[src/design/ttce_pkg.sv]
// Shared types, codes and defaults for the text terminal cursor engine.
// Depends on nothing; every other design file except ttce_ram imports it.
package ttce_pkg;

	localparam int SCREEN_WIDTH_DEF  = 80;
	localparam int SCREEN_HEIGHT_DEF = 25;
	localparam int TAB_SPACES_DEF    = 4;

	localparam logic [1:0] KIND_PUT   = 2'd0;
	localparam logic [1:0] KIND_CLEAR = 2'd1;
	localparam logic [1:0] KIND_READ  = 2'd2;

	localparam logic [7:0] CH_NEWLINE   = 8'd10;
	localparam logic [7:0] CH_BACKSPACE = 8'd8;
	localparam logic [7:0] CH_TAB       = 8'd9;
	localparam logic [7:0] CH_SPACE     = 8'd32;

	localparam logic [7:0] TEXT_ATTR_RESET   = 8'h0F;
	localparam logic [7:0] CURSOR_ATTR_RESET = 8'hF0;

	localparam logic CFG_TEXT_ATTR   = 1'b0;
	localparam logic CFG_CURSOR_ATTR = 1'b1;

	typedef enum logic [2:0] {
		OP_PRINT,
		OP_TAB,
		OP_NEWLINE,
		OP_BACKSPACE,
		OP_CLEAR,
		OP_READ,
		OP_NOP
	} op_t;

	typedef struct packed {
		logic [1:0]  kind;
		logic [7:0]  char_code;
		logic [10:0] cell_address;
	} in_item_t;

	typedef struct packed {
		logic [15:0] cell_data;
		logic [6:0]  cursor_column;
		logic [4:0]  cursor_row;
	} out_item_t;

	typedef struct packed {
		op_t         op;
		logic [7:0]  char_code;
		logic [10:0] cell_address;
		logic        addr_ok;
	} cmd_t;

	typedef struct packed {
		logic valid;
		cmd_t cmd;
	} cmd_head_t;

	typedef struct packed {
		logic pop;
		logic init_busy;
	} back_status_t;

endpackage

[src/design/ttce_front.sv]
// Front end: accepts requests, decodes them into commands and queues them.
// Depends on ttce_pkg.
module ttce_front import ttce_pkg::*; #(
	parameter int CELL_COUNT = SCREEN_WIDTH_DEF * SCREEN_HEIGHT_DEF
) (
	input  logic         clk,
	input  logic         arst_n,
	input  logic         in_valid,
	output logic         in_stall,
	input  in_item_t     in_item,
	input  back_status_t status,
	output cmd_head_t    head
);

	cmd_t       q_mem_q [2];
	logic       wr_ptr_q;
	logic       rd_ptr_q;
	logic [1:0] count_q;
	cmd_t       cmd_new;
	logic       push;
	logic       pop;

	assign in_stall = (count_q == 2'd2) || status.init_busy;
	assign push     = in_valid && !in_stall;
	assign pop      = status.pop;

	always_comb begin
		cmd_new.char_code    = in_item.char_code;
		cmd_new.cell_address = in_item.cell_address;
		cmd_new.addr_ok      = 32'(in_item.cell_address) < 32'(CELL_COUNT);
		case (in_item.kind)
			KIND_PUT: begin
				case (in_item.char_code)
					CH_NEWLINE:   cmd_new.op = OP_NEWLINE;
					CH_BACKSPACE: cmd_new.op = OP_BACKSPACE;
					CH_TAB:       cmd_new.op = OP_TAB;
					default:      cmd_new.op = OP_PRINT;
				endcase
			end
			KIND_CLEAR: cmd_new.op = OP_CLEAR;
			KIND_READ:  cmd_new.op = OP_READ;
			default:    cmd_new.op = OP_NOP;
		endcase
	end

	always_ff @(posedge clk) begin
		if (push) begin
			q_mem_q[wr_ptr_q] <= cmd_new;
		end
	end

	always_ff @(posedge clk or negedge arst_n) begin
		if (!arst_n) begin
			wr_ptr_q <= 1'b0;
			rd_ptr_q <= 1'b0;
			count_q  <= 2'd0;
		end else begin
			if (push) begin
				wr_ptr_q <= ~wr_ptr_q;
			end
			if (pop) begin
				rd_ptr_q <= ~rd_ptr_q;
			end
			if (push && !pop) begin
				count_q <= count_q + 2'd1;
			end else if (pop && !push) begin
				count_q <= count_q - 2'd1;
			end
		end
	end

	assign head.valid = count_q != 2'd0;
	assign head.cmd   = q_mem_q[rd_ptr_q];

endmodule

[config.mk]
export PLATFORM = sky130hd
export DESIGN_NAME = ttce_front
export DESIGN_NICKNAME = d
export VERILOG_FILES = /design/src/design/ttce_pkg.sv /design/src/design/ttce_front.sv
export SDC_FILE = /design/constraint.sdc
export NUM_CORES = 1
export LEC_CHECK = 0
export ABC_AREA = 1
export BUFFER_PORTS_ARGS = -buffer_cell sky130_fd_sc_hd__buf_2
export CAP_MARGIN = 15
export CORE_MARGIN = 2
export CORE_UTILIZATION = 30
export DETAILED_ROUTE_END_ITERATION = 8
export PLACE_DENSITY_LB_ADDON = 0.25
export SETUP_SLACK_MARGIN = 0.5
export SKIP_LAST_GASP = 1
export SLEW_MARGIN = 20
export SYNTH_ARGS = -nofsm -noshare
export SYNTH_HDL_FRONTEND = slang
export SYNTH_SLANG_ARGS = --single-unit
export TNS_END_PERCENT = 10
[constraint.sdc]
create_clock -name clk -period 1.95 [get_ports clk]
set_clock_uncertainty 0.05 [all_clocks]
set_input_delay 0.195 -clock clk [delete_from_list [all_inputs] [get_ports clk]]
set_output_delay 0.195 -clock clk [all_outputs]
set_load 0.01 [all_outputs]
Yosys cells after proc, flatten, opt, wreduce, memory -nomap -nowiden
Memories as Yosys holds them, arrays and structs flattened. Index checks and enable logic that the tools add are counted.

$add $sub $neg: 2. Order comparisons: 1. Eq/ne operators: 6. Muxes and demuxes: 6. Bitwise logic cells: 2. Reduce and logical (&&, ||, !) cells: 10.

Operators by type and width (count): == test 8 x 4 -> 1 bit (second input constant) (3); < comparator 11 bit (second input constant) (1); case mux 3 bit (3 select lines) (1); case mux 2 bit (3 select lines) (1); == test 2 bit (second input constant) (2); 2-to-1 mux 2 bit (2); nonzero test 2 bit (2); logical AND 1 bit (3); zero test 1 bit (3); adder 2 x 1 -> 2 bit (second input constant) (1); == test 2 x 1 -> 1 bit (second input constant) (1); zero test 2 bit (1); 2-to-1 mux 1 bit (2); NOT 1 bit (2); subtractor 2 x 1 -> 2 bit (second input constant) (1); logical OR 1 bit (1).

Bits in registers: 4. RAM bits: 46. Bits of input ports: 26. Word-level logic and storage cells: 31. Memories: 1.

Memory list: q_mem_q (depth 2, bits a word 23, read ports 1, clocked after Yosys merged registers in 0, write ports 1, line ttce_front.sv:15) `cmd_t q_mem_q [2];`.

Longest topological paths before layout
Gate-level depths: netlist of the first run.

Depth in word-level cells: 8. Mapped depth: 10. Gate-level depth less buffers: 10.

Least setup slack after synthesis of the first run
No wires, ideal clock.

Kind: register -> register. Start point: reg count_q[0]. End point: mem q_mem_q[1][0] (netlist name) (enable). Library setup time: 0.403 ns. Arrival time: 1.607 ns. Required time: 1.497 ns. Path slack: -0.110 ns. Cell stages (with the launch flop): 5. Path buffers: 0. Clock period less this slack: 2.060 ns. Path through: dfrtp_1 inv_1 nand2_1 nand3_1 nor2_1.

Cells in the longest elaborated chain, start to end: 6.

Ends and longest elaborated chain: start: declaration (line ttce_front.sv:18) `logic [1:0] count_q;`; start signal: assignment (line ttce_front.sv:65) `count_q <= count_q + 2'd1;`; start signal: assignment (line ttce_front.sv:67) `count_q <= count_q - 2'd1;`; == test 2 bit (line ttce_front.sv:23) `assign in_stall = (count_q == 2'd2) || status.init_busy;`; logical OR 1 bit (line ttce_front.sv:23); zero test 1 bit (line ttce_front.sv:24) `assign push = in_valid && !in_stall;`; logical AND 1 bit (line ttce_front.sv:24); 2-to-1 mux 1 bit (line ttce_front.sv:47) `if (push) begin`; 2-to-1 mux 1 bit (implied by the code) (line ttce_front.sv:48) `q_mem_q[wr_ptr_q] <= cmd_new;`; end: declaration (line ttce_front.sv:15).

No other way between the ends.

==> flow_metrics.env, run 1 <==
export IMPL_grt_overflow_total=0
export IMPL_min_period_over_period_pct=83.5
export IMPL_dieArea_sq_um=7690
export IMPL_fin_crit_ns=1.63
export IMPL_yosysWarningCount=0
export IMPL_grt_max_degree=19
export IMPL_yosysSeqAreaShare_pct=70.5
export IMPL_p_leak_nw=1.10
export IMPL_crit_path_start_kind="flip-flop"
export IMPL_drv_slew=0
export IMPL_syn_mean_instance_area_sq_um=16.7
export IMPL_dr_total_vias=1166
export IMPL_critPathArrivalTime_ns=1.38
export IMPL_die_y_microns=87.7
export IMPL_tritoncts="built"
export IMPL_use_met1_pct=12.7
export IMPL_cts_buffers=5
export IMPL_stdcell_area_sq_um=2650
export IMPL_synthTopCellsByArea="edfxtp_1 (66%), mux2_4 (14%), dfrtp_1 (4.8%)"
export IMPL_synth_top_area_share_pct=65.8
export IMPL_grt_pass1_vias=1145
export IMPL_p_per_area_nw_per_um2=1170
export IMPL_setup_viol=0
export IMPL_dr_pass1_iters=4
export IMPL_htree_levels=2
export IMPL_layout_drive_gt1_share_pct=49.0
export IMPL_setup_tns_ns=0
export IMPL_routed_via_density=4.05
export IMPL_status="finished, final reports clean"
export IMPL_drv_cap=0
export IMPL_ant_nets=0
export IMPL_worstSetupEndpointType="primary output"
export IMPL_use_met2_pct=16.0
export IMPL_totalWireLength_microns=3620
export IMPL_gp_congestion=0.684
export IMPL_synth_area_leader_cell="edfxtp_1"
export IMPL_nNetsFinal=220
export IMPL_cts_clk_slew_worst_paths_ns=0.08
export IMPL_multi_input_area_sq_um=531
export IMPL_gr_usage_all_layers_pct=9.95
export IMPL_hpwl_microns=2430
export IMPL_dpl_cell_area_sq_um=2470
export IMPL_clk_latency_ns=0.29
export IMPL_rsz0062_at_grt="yes"
export IMPL_reg2reg_depth=9
export IMPL_grt_util_met3_pct=3.20
export IMPL_max_freq_ghz=0.614
export IMPL_start_util_pct=30.9
export IMPL_final_cell_mix="buf_2 (50), edfxtp_1 (46), mux2_4 (19), nand2_1 (16), inv_1 (13)"
export IMPL_drt_iter0_markers=53
export IMPL_synthDistinctLibCells=16
export IMPL_diodes=0
export IMPL_regArea_sq_um=1480
export IMPL_antenna_found_initial=0
export IMPL_critPathMaxFanout=18
export IMPL_synth_nets=155
export IMPL_slew_headroom_pct=81.8
export IMPL_min_path_type="in -> reg"
export IMPL_crit_type="reg -> out"
export IMPL_hold_violations=0
export IMPL_ir_drop_uv=577
export IMPL_required_ns=1.70
export IMPL_wl_per_cell_microns=12.6
export IMPL_cts_buffer_depth=2
export IMPL_root_buffer="clkbuf_8"
export IMPL_whs_path_depth=1
export IMPL_syn_cell_area_sq_um=2100
export IMPL_fill_cells=662
export IMPL_remaining_drc_errors=0
export IMPL_layout_commonest_cell="buf_2"
export IMPL_utilization_pct=39.0
export IMPL_numPortBuffers=50
export IMPL_grt_pass1_wl_microns=5640
export IMPL_ios=51
export IMPL_die_w_microns=87.7
export IMPL_rows=30
export IMPL_synth_seq_cells=50
export IMPL_busiest_layer="met2"
export IMPL_core_area_sq_um=6790
export IMPL_clock_sinks=50
export IMPL_tightest_slew_ns=0.272
export IMPL_netlist_instances=126
export IMPL_area_growth_pct=26.0
-- critical path, stage by stage (launching register included) --
cell and delay, ns:
dfrtp_1 0.39, buf_12 0.20, mux2_2 0.36, buf_2 0.14
-- per-layer routing --
layer	part of all wire [%]	wire length (microns)	up-vias
met1	46	1680	550
met3	5.8	209	2
li1	-	-	577
met5	0	0	-
met4	0.41	15	0
met2	47	1720	37
-- report_power, final --
| group | switching [W] | total [W] | internal (W) |
|---|---|---|---|
| sequential | 0.0000555 | 0.00140 | 0.00134 |
| combinational | 0.000528 | 0.00111 | 0.000584 |
| clock | 0.000329 | 0.000576 | 0.000247 |
-- synth_stat cells (all sizes together) --
cell / instances
mux2: 23
nor2: 7
nand2: 17
inv: 14
buf: 3
dfrtp: 4
nand3: 2
ha: 3
xor2: 1
edfxtp: 46
or2: 1
xnor2: 1
nor3: 1
nand4: 3
-- registers in the layout, indices dropped and copies added (netlist names) --
name      flops
count_q       2
rd_ptr_q      1
q_mem_q      46
wr_ptr_q      1
-- repair_timing --
| item | in CTS | in global routing |
|---|---|---|
| cloned | 1 | 0 |
| buffers inserted | 4 | 2 |
| resized for setup | 4 | 0 |
| setup endpoints to repair | 63 | 52 |
| hold buffers | 1 | 0 |
| pin swaps | 0 | 1 |
| hold endpoints to repair | 4 | 0 |
-- cell type report --
| class | instances | area share, % |
|---|---|---|
| clock inverters | 3 | 0.615 |
| multi-input cells | 59 | 20.0 |
| inverters | 14 | 2.13 |
| clock buffers | 5 | 2.60 |
| well taps | 96 | 4.54 |
| repair buffers | 60 | 13.8 |
| flip-flops and latches | 50 | 56.0 |
| repair inverters | 1 | 0.284 |
-- through the flow --
| step | setup WS, ns | hold slack (ns) | total power [W] | cells |
|---|---|---|---|---|
| after floorplan | 0.501 | -0.151 | 0.00222 | 126 |
| after global placement | 0.266 | -0.0385 | 0.00247 | 272 |
| after detailed placement | 0.235 | -0.0367 | 0.00248 | 272 |
| after CTS | 0.293 | 0.0270 | 0.00314 | 286 |
| after global routing | 0.270 | 0.0197 | 0.00327 | 288 |
| final | 0.322 | 0.0390 | 0.00309 | 288 |
-- logic make-up after synthesis --
logic type	count (synthesis)	synth area share, %
adder cells (fa/ha/maj)	3	1.79
XOR/XNOR	2	0.834
flip-flops	50	70.5
AND/OR/NAND/NOR	31	6.19
multiplexers	23	15.7
buffers and inverters	17	4.94
-- path summary, 6_finish.rpt --
check | start | end | slack (ns)
worst max-delay path | rd_ptr_q$_DFFE_PN0P_ | head[22] | 0.32
worst min-delay path | in_item[3] | q_mem_q[1][4]$_DFFE_PP_ | 0.04
worst max register to register | count_q[0]$_DFFE_PN0P_ | count_q[1]$_DFFE_PN0P_ | 0.47
worst min register to register | wr_ptr_q$_DFFE_PN0N_ | wr_ptr_q$_DFFE_PN0N_ | 0.43
max in group asynchronous | arst_n | rd_ptr_q$_DFFE_PN0P_ | 1.54
min in group asynchronous | arst_n | count_q[0]$_DFFE_PN0P_ | 0.18
Note: power is estimated with default switching activity, not from simulation.
==> inputs of run 2 (changes only) <==
Clock period 1.95 ns to 1.5 ns, I/O delays scaled along.
==> flow_metrics.env, run 2 (synthesis results as in run 1) <==
export IMPL_status="finished, violations left"
export IMPL_violations="setup timing"
export IMPL_ir_drop_uv=565
export IMPL_antenna_found_initial=0
export IMPL_max_freq_ghz=0.630
export IMPL_ios=51
export IMPL_clock_sinks=50
export IMPL_rsz0062_at_grt="yes"
export IMPL_remaining_drc_errors=0
export IMPL_cts_clk_slew_worst_paths_ns=0.08
export IMPL_tritoncts="built"
export IMPL_crit_chain="buf_12 > mux2_2 > buf_2"
export IMPL_dieArea_sq_um=7690
export IMPL_wl_per_cell_microns=12.3
export IMPL_die_y_microns=87.7
export IMPL_grt_overflow_total=0
export IMPL_core_area_sq_um=6790
export IMPL_slowest_stage="dfrtp_2"
export IMPL_hpwl_microns=2480
export IMPL_setup_viol=23
export IMPL_whs_ns=0.0139
export IMPL_crit_path_start_kind="flip-flop"
export IMPL_start_util_pct=30.9
export IMPL_dr_pass1_iters=4
export IMPL_rows=30
export IMPL_area_growth_pct=36.0
export IMPL_ant_nets=0
export IMPL_post_cts_buffers=0
export IMPL_required_ns=1.30
export IMPL_min_path_type="in -> reg"
export IMPL_htree_levels=2
export IMPL_largest_reg_flops=46
export IMPL_switchingPower_w=0.00120
export IMPL_diodes=0
export IMPL_root_buffer="clkbuf_8"
export IMPL_grt_pass1_wl_microns=5380
export IMPL_power_frac_seq_pct=42.8
export IMPL_final_cell_mix="buf_2 (50), edfxtp_1 (46), mux2_4 (19), dlygate4sd3_1 (19), nand2_1 (16)"
export IMPL_grt_pass1_vias=1167
export IMPL_reg_top3="q_mem_q: 46 flops, count_q: 2 flops"
export IMPL_nNetsFinal=235
export IMPL_layout_drive_gt1_share_pct=44.9
export IMPL_clkPwrFrac_pct=21.2
export IMPL_path_buf_inv=2
export IMPL_totalWireLength_microns=3730
export IMPL_cp_depth=3
export IMPL_numPortBuffers=50
export IMPL_dr_total_vias=1242
export IMPL_clk_latency_ns=0.29
export IMPL_grt_max_degree=20
export IMPL_p_per_area_nw_per_um2=1500
export IMPL_p_leak_nw=1.18
export IMPL_reg2reg_depth=9
export IMPL_utilization_pct=42.0
export IMPL_netSwitchingFraction_pct=28.0
export IMPL_die_w_microns=87.7
export IMPL_gr_usage_all_layers_pct=9.40
export IMPL_whs_path_depth=1
export IMPL_regMostFlops="q_mem_q"
export IMPL_stdcell_area_sq_um=2860
export IMPL_p_int_w=0.00309
export IMPL_cts_buffers=5
export IMPL_combinationalPowerShare_pct=36.0
export IMPL_post_layout_total_power_w=0.00429
export IMPL_cp_top_family="flip-flops"
export IMPL_critPathMaxFanout=10
export IMPL_drt_iter0_markers=68
export IMPL_crit_path_max_incr_delay_ns=0.43
export IMPL_worstSetupEndpointType="primary output"
export IMPL_drv_slew=0
export IMPL_tightest_slew_ns=0.179
export IMPL_routed_via_density=4.10
export IMPL_cts_buffer_depth=2
export IMPL_slew_headroom_pct=88.0
export IMPL_drv_cap=0
export IMPL_fin_crit_ns=1.59
export IMPL_critPathArrivalTime_ns=1.39
export IMPL_gp_congestion=0.752
export IMPL_layout_commonest_cell="buf_2"
export IMPL_min_period_over_period_pct=106
export IMPL_crit_type="reg -> out"
export IMPL_setup_ws_ns=-0.0877
export IMPL_hold_violations=0
export IMPL_dpl_cell_area_sq_um=2530
[run 2: cell count changes in the layout (fill, tap and decap cells not counted), sizes merged]
| cell | previous run | this run |
|---|---|---|
| clkbuf | 5 | 8 |
| clkinv | 3 | 0 |
| clkinvlp | 2 | 1 |
| bufinv | 0 | 1 |
| buf | 59 | 56 |
| dlygate4sd3 | 1 | 19 |
[run 2: metrics by stage]
stage	setup WS [ns]	std cells	TNS [ns]
after detailed placement	0.0737	275	0
final	-0.0877	303	-1.52
after global placement	0.109	275	0
after global routing	-0.148	303	-2.74
after CTS	-0.129	291	-1.62
after floorplan	0.0626	126	0
[run 2: worst paths after layout]
| check | startpoint | slack [ns] | endpoint |
|---|---|---|---|
| max | rd_ptr_q$_DFFE_PN0P_ | -0.09 | head[21] |
| max in group asynchronous | arst_n | 1.14 | rd_ptr_q$_DFFE_PN0P_ |
| min | in_item[11] | 0.01 | q_mem_q[1][12]$_DFFE_PP_ |
| min in group asynchronous | arst_n | 0.13 | wr_ptr_q$_DFFE_PN0N_ |
| max reg2reg | count_q[0]$_DFFE_PN0P_ | 0.06 | count_q[1]$_DFFE_PN0P_ |
| min reg2reg | wr_ptr_q$_DFFE_PN0N_ | 0.45 | wr_ptr_q$_DFFE_PN0N_ |
[run 2: per-layer routing]
| metal | wire length, microns | vias up | track usage [%] |
|---|---|---|---|
| met5 | 0 | - | 0 |
| met4 | 46 | 0 | 3.36 |
| met3 | 228 | 5 | 3.77 |
| met2 | 1790 | 43 | 15.4 |
| met1 | 1660 | 590 | 11.3 |
| li1 | - | 604 | - |
[run 2: area by class of cell]
type | count | area (sq um)
Inverter | 14 | 56.3
Multi-Input combinational cell | 59 | 531
Tap cell | 96 | 120
Clock inverter | 1 | 30.0
Fill cell | 633 | 3940
Timing Repair Buffer | 76 | 561
Clock buffer | 7 | 76.3
Sequential cell | 50 | 1480
[run 2: power groups by stage]
stage / clock [W] / sequential (W) / combinational [W]
floorplan: 0 / 0.00183 / 0.00106
global placement: 0 / 0.00185 / 0.00145
detailed placement: 0 / 0.00185 / 0.00146
CTS: 0.000937 / 0.00182 / 0.00148
global route: 0.00101 / 0.00186 / 0.00168
finish: 0.000909 / 0.00184 / 0.00154
[run 2: timing repair]
item / 4_1_cts / 5_1_grt
hold endpoints to repair: 17 / 18
cloned: 0 / 1
endpoints found under the setup margin: 73 / 74
hold buffers: 8 / 11
gates resized for setup: 0 / 1
==> inputs of run 3 (changes only) <==
Settings changed: SETUP_SLACK_MARGIN 0.5 to 0.02.
==> flow_metrics.env, run 3 (synthesis results as in run 1) <==
export IMPL_whs_path_depth=1
export IMPL_p_leak_nw=1.20
export IMPL_switchingPower_w=0.00118
export IMPL_start_util_pct=30.9
export IMPL_clkPwrFrac_pct=24.0
export IMPL_htree_levels=2
export IMPL_min_path_type="in -> reg"
export IMPL_die_y_microns=87.7
export IMPL_cts_clk_slew_worst_paths_ns=0.08
export IMPL_cts_buffer_depth=2
export IMPL_critPathArrivalTime_ns=1.39
export IMPL_routed_via_density=3.94
export IMPL_dr_pass1_iters=4
export IMPL_slew_headroom_pct=87.4
export IMPL_fin_crit_ns=1.59
export IMPL_regMostFlops="q_mem_q"
export IMPL_rsz0062_at_grt="yes"
export IMPL_r2r_end="count_q[1]$_DFFE_PN0P_"
export IMPL_dr_total_vias=1185
export IMPL_netSwitchingFraction_pct=26.5
export IMPL_root_buffer="clkbuf_8"
export IMPL_clk_latency_ns=0.29
export IMPL_hpwl_microns=2540
export IMPL_max_freq_ghz=0.627
export IMPL_post_cts_buffers=0
export IMPL_critPathMaxFanout=10
export IMPL_drv_slew=0
export IMPL_reg2reg_depth=9
export IMPL_drv_cap=0
export IMPL_cts_buffers=5
export IMPL_tritoncts="built"
export IMPL_die_w_microns=87.7
export IMPL_grt_pass1_wl_microns=5260
export IMPL_worstSetupEndpointType="primary output"
export IMPL_gp_congestion=0.744
export IMPL_diodes=0
export IMPL_grt_max_degree=16
export IMPL_power_frac_seq_pct=41.2
export IMPL_stdcell_count=301
export IMPL_ios=51
export IMPL_gr_usage_all_layers_pct=9.35
export IMPL_ant_nets=0
export IMPL_status="finished, violations left"
export IMPL_tightest_slew_ns=0.189
export IMPL_antenna_found_initial=0
export IMPL_drt_iter0_markers=31
export IMPL_grt_overflow_total=0
export IMPL_dp_cells=277
export IMPL_hold_path_startpoint="in_item[13]"
export IMPL_p_int_w=0.00328
export IMPL_hold_violations=0
export IMPL_nNetsFinal=233
export IMPL_preCtsSetupSlack_ns=0.0192
export IMPL_rows=30
export IMPL_numPortBuffers=50
export IMPL_layout_commonest_cell="buf_2"
export IMPL_min_period_over_period_pct=106
export IMPL_crit_type="reg -> out"
export IMPL_totalWireLength_microns=3530
export IMPL_final_cell_mix="buf_2 (49), edfxtp_1 (46), mux2_4 (20), nand2_1 (17), dlygate4sd3_1 (15)"
export IMPL_reg_top3="q_mem_q: 46 flops, count_q: 2 flops"
export IMPL_area_growth_pct=35.4
export IMPL_crit_path_start_kind="flip-flop"
export IMPL_dieArea_sq_um=7690
export IMPL_core_area_sq_um=6790
export IMPL_p_per_area_nw_per_um2=1570
export IMPL_wl_per_cell_microns=11.7
export IMPL_largest_reg_flops=46
export IMPL_grt_pass1_vias=1128
export IMPL_clock_sinks=50
export IMPL_setup_viol=23
export IMPL_ff2ff_setup_slack_ns=0.01
export IMPL_required_ns=1.30
export IMPL_whs_ns=0.0127
export IMPL_combinationalPowerShare_pct=34.9
export IMPL_ir_drop_uv=620
export IMPL_min_to="q_mem_q[0][14]$_DFFE_PP_"
export IMPL_layout_drive_gt1_share_pct=44.9
export IMPL_setup_ws_ns=-0.0940
export IMPL_remaining_drc_errors=0
export IMPL_rr_startpoint="count_q[0]$_DFFE_PN0P_"
export IMPL_violations="setup timing"
## run 3: cell count changes in the layout (fill, tap and decap cells not counted), moves of 2 or more
cell,previous run,this run
buf_4,2,5
clkbuf_1,2,0
inv_1,12,14
dlygate4sd3_1,19,15
## run 3: power by group through the flow
stage / combinational (W) / sequential (W) / clock (W)
3_5_place_dp: 0.00144 / 0.00185 / 0
5_1_grt: 0.00169 / 0.00185 / 0.00116
4_1_cts: 0.00148 / 0.00182 / 0.00110
6_report: 0.00156 / 0.00184 / 0.00107
2_1_floorplan: 0.00105 / 0.00183 / 0
3_3_place_gp: 0.00144 / 0.00184 / 0
## run 3: cell type report
type / instances / area, sq um
flip-flops and latches: 50 / 1480
clock inverters: 3 / 63.8
multi-input cells: 59 / 527
repair buffers: 74 / 529
fillers: 653 / 3950
clock buffers: 5 / 68.8
inverters: 14 / 52.6
well taps: 96 / 120
## run 3: repair_timing
item | CTS | global route
hold buffers | 13 | 2
setup endpoints to repair | 24 | 24
pin swaps | 0 | 0
resized for setup | 1 | 5
hold endpoints to repair | 27 | 4
gates cloned | 0 | 1
## run 3: how the worst max path moves through the flow
stage	startpoint	endpoint	slack, ns	depth (start not counted)
2_1_floorplan	count_q[0]$_DFFE_PN0P_	q_mem_q[0][0]$_DFFE_PP_	-0.006	4
3_3_place_gp	count_q[0]$_DFFE_PN0P_	count_q[1]$_DFFE_PN0P_	0.05	9
3_5_place_dp	count_q[0]$_DFFE_PN0P_	count_q[1]$_DFFE_PN0P_	0.02	9
4_1_cts	rd_ptr_q$_DFFE_PN0P_	head[0]	-0.11	3
5_1_grt	rd_ptr_q$_DFFE_PN0P_	head[1]	-0.15	3
6_report	rd_ptr_q$_DFFE_PN0P_	head[21]	-0.09	3
## run 3: stage by stage
stage / area, sq um / utilization [%] / total power (W) / setup TNS [ns]
floorplan: 2110 / - / 0.00288 / -0.127
global placement: 2510 / 37.0 / 0.00328 / 0
detailed placement: 2510 / 37.0 / 0.00329 / 0
CTS: 2780 / 40.9 / 0.00440 / -1.73
global route: 2840 / 41.9 / 0.00470 / -3.11
finish: 2840 / 41.9 / 0.00446 / -1.87
## run 3: metal layers
layer | vias to the layer above | routed length, microns | global-route usage [%]
met1 | 540 | 1640 | 10.9
li1 | 599 | - | -
met2 | 42 | 1640 | 15.0
met4 | 0 | 23 | 3.36
met5 | - | 0 | 0
met3 | 4 | 226 | 4.52
## run 3: critical path: stages, from the launching register on
cell and delay [ns]:
dfrtp_2 0.46, buf_12 0.17, mux2_2 0.33, buf_2 0.14
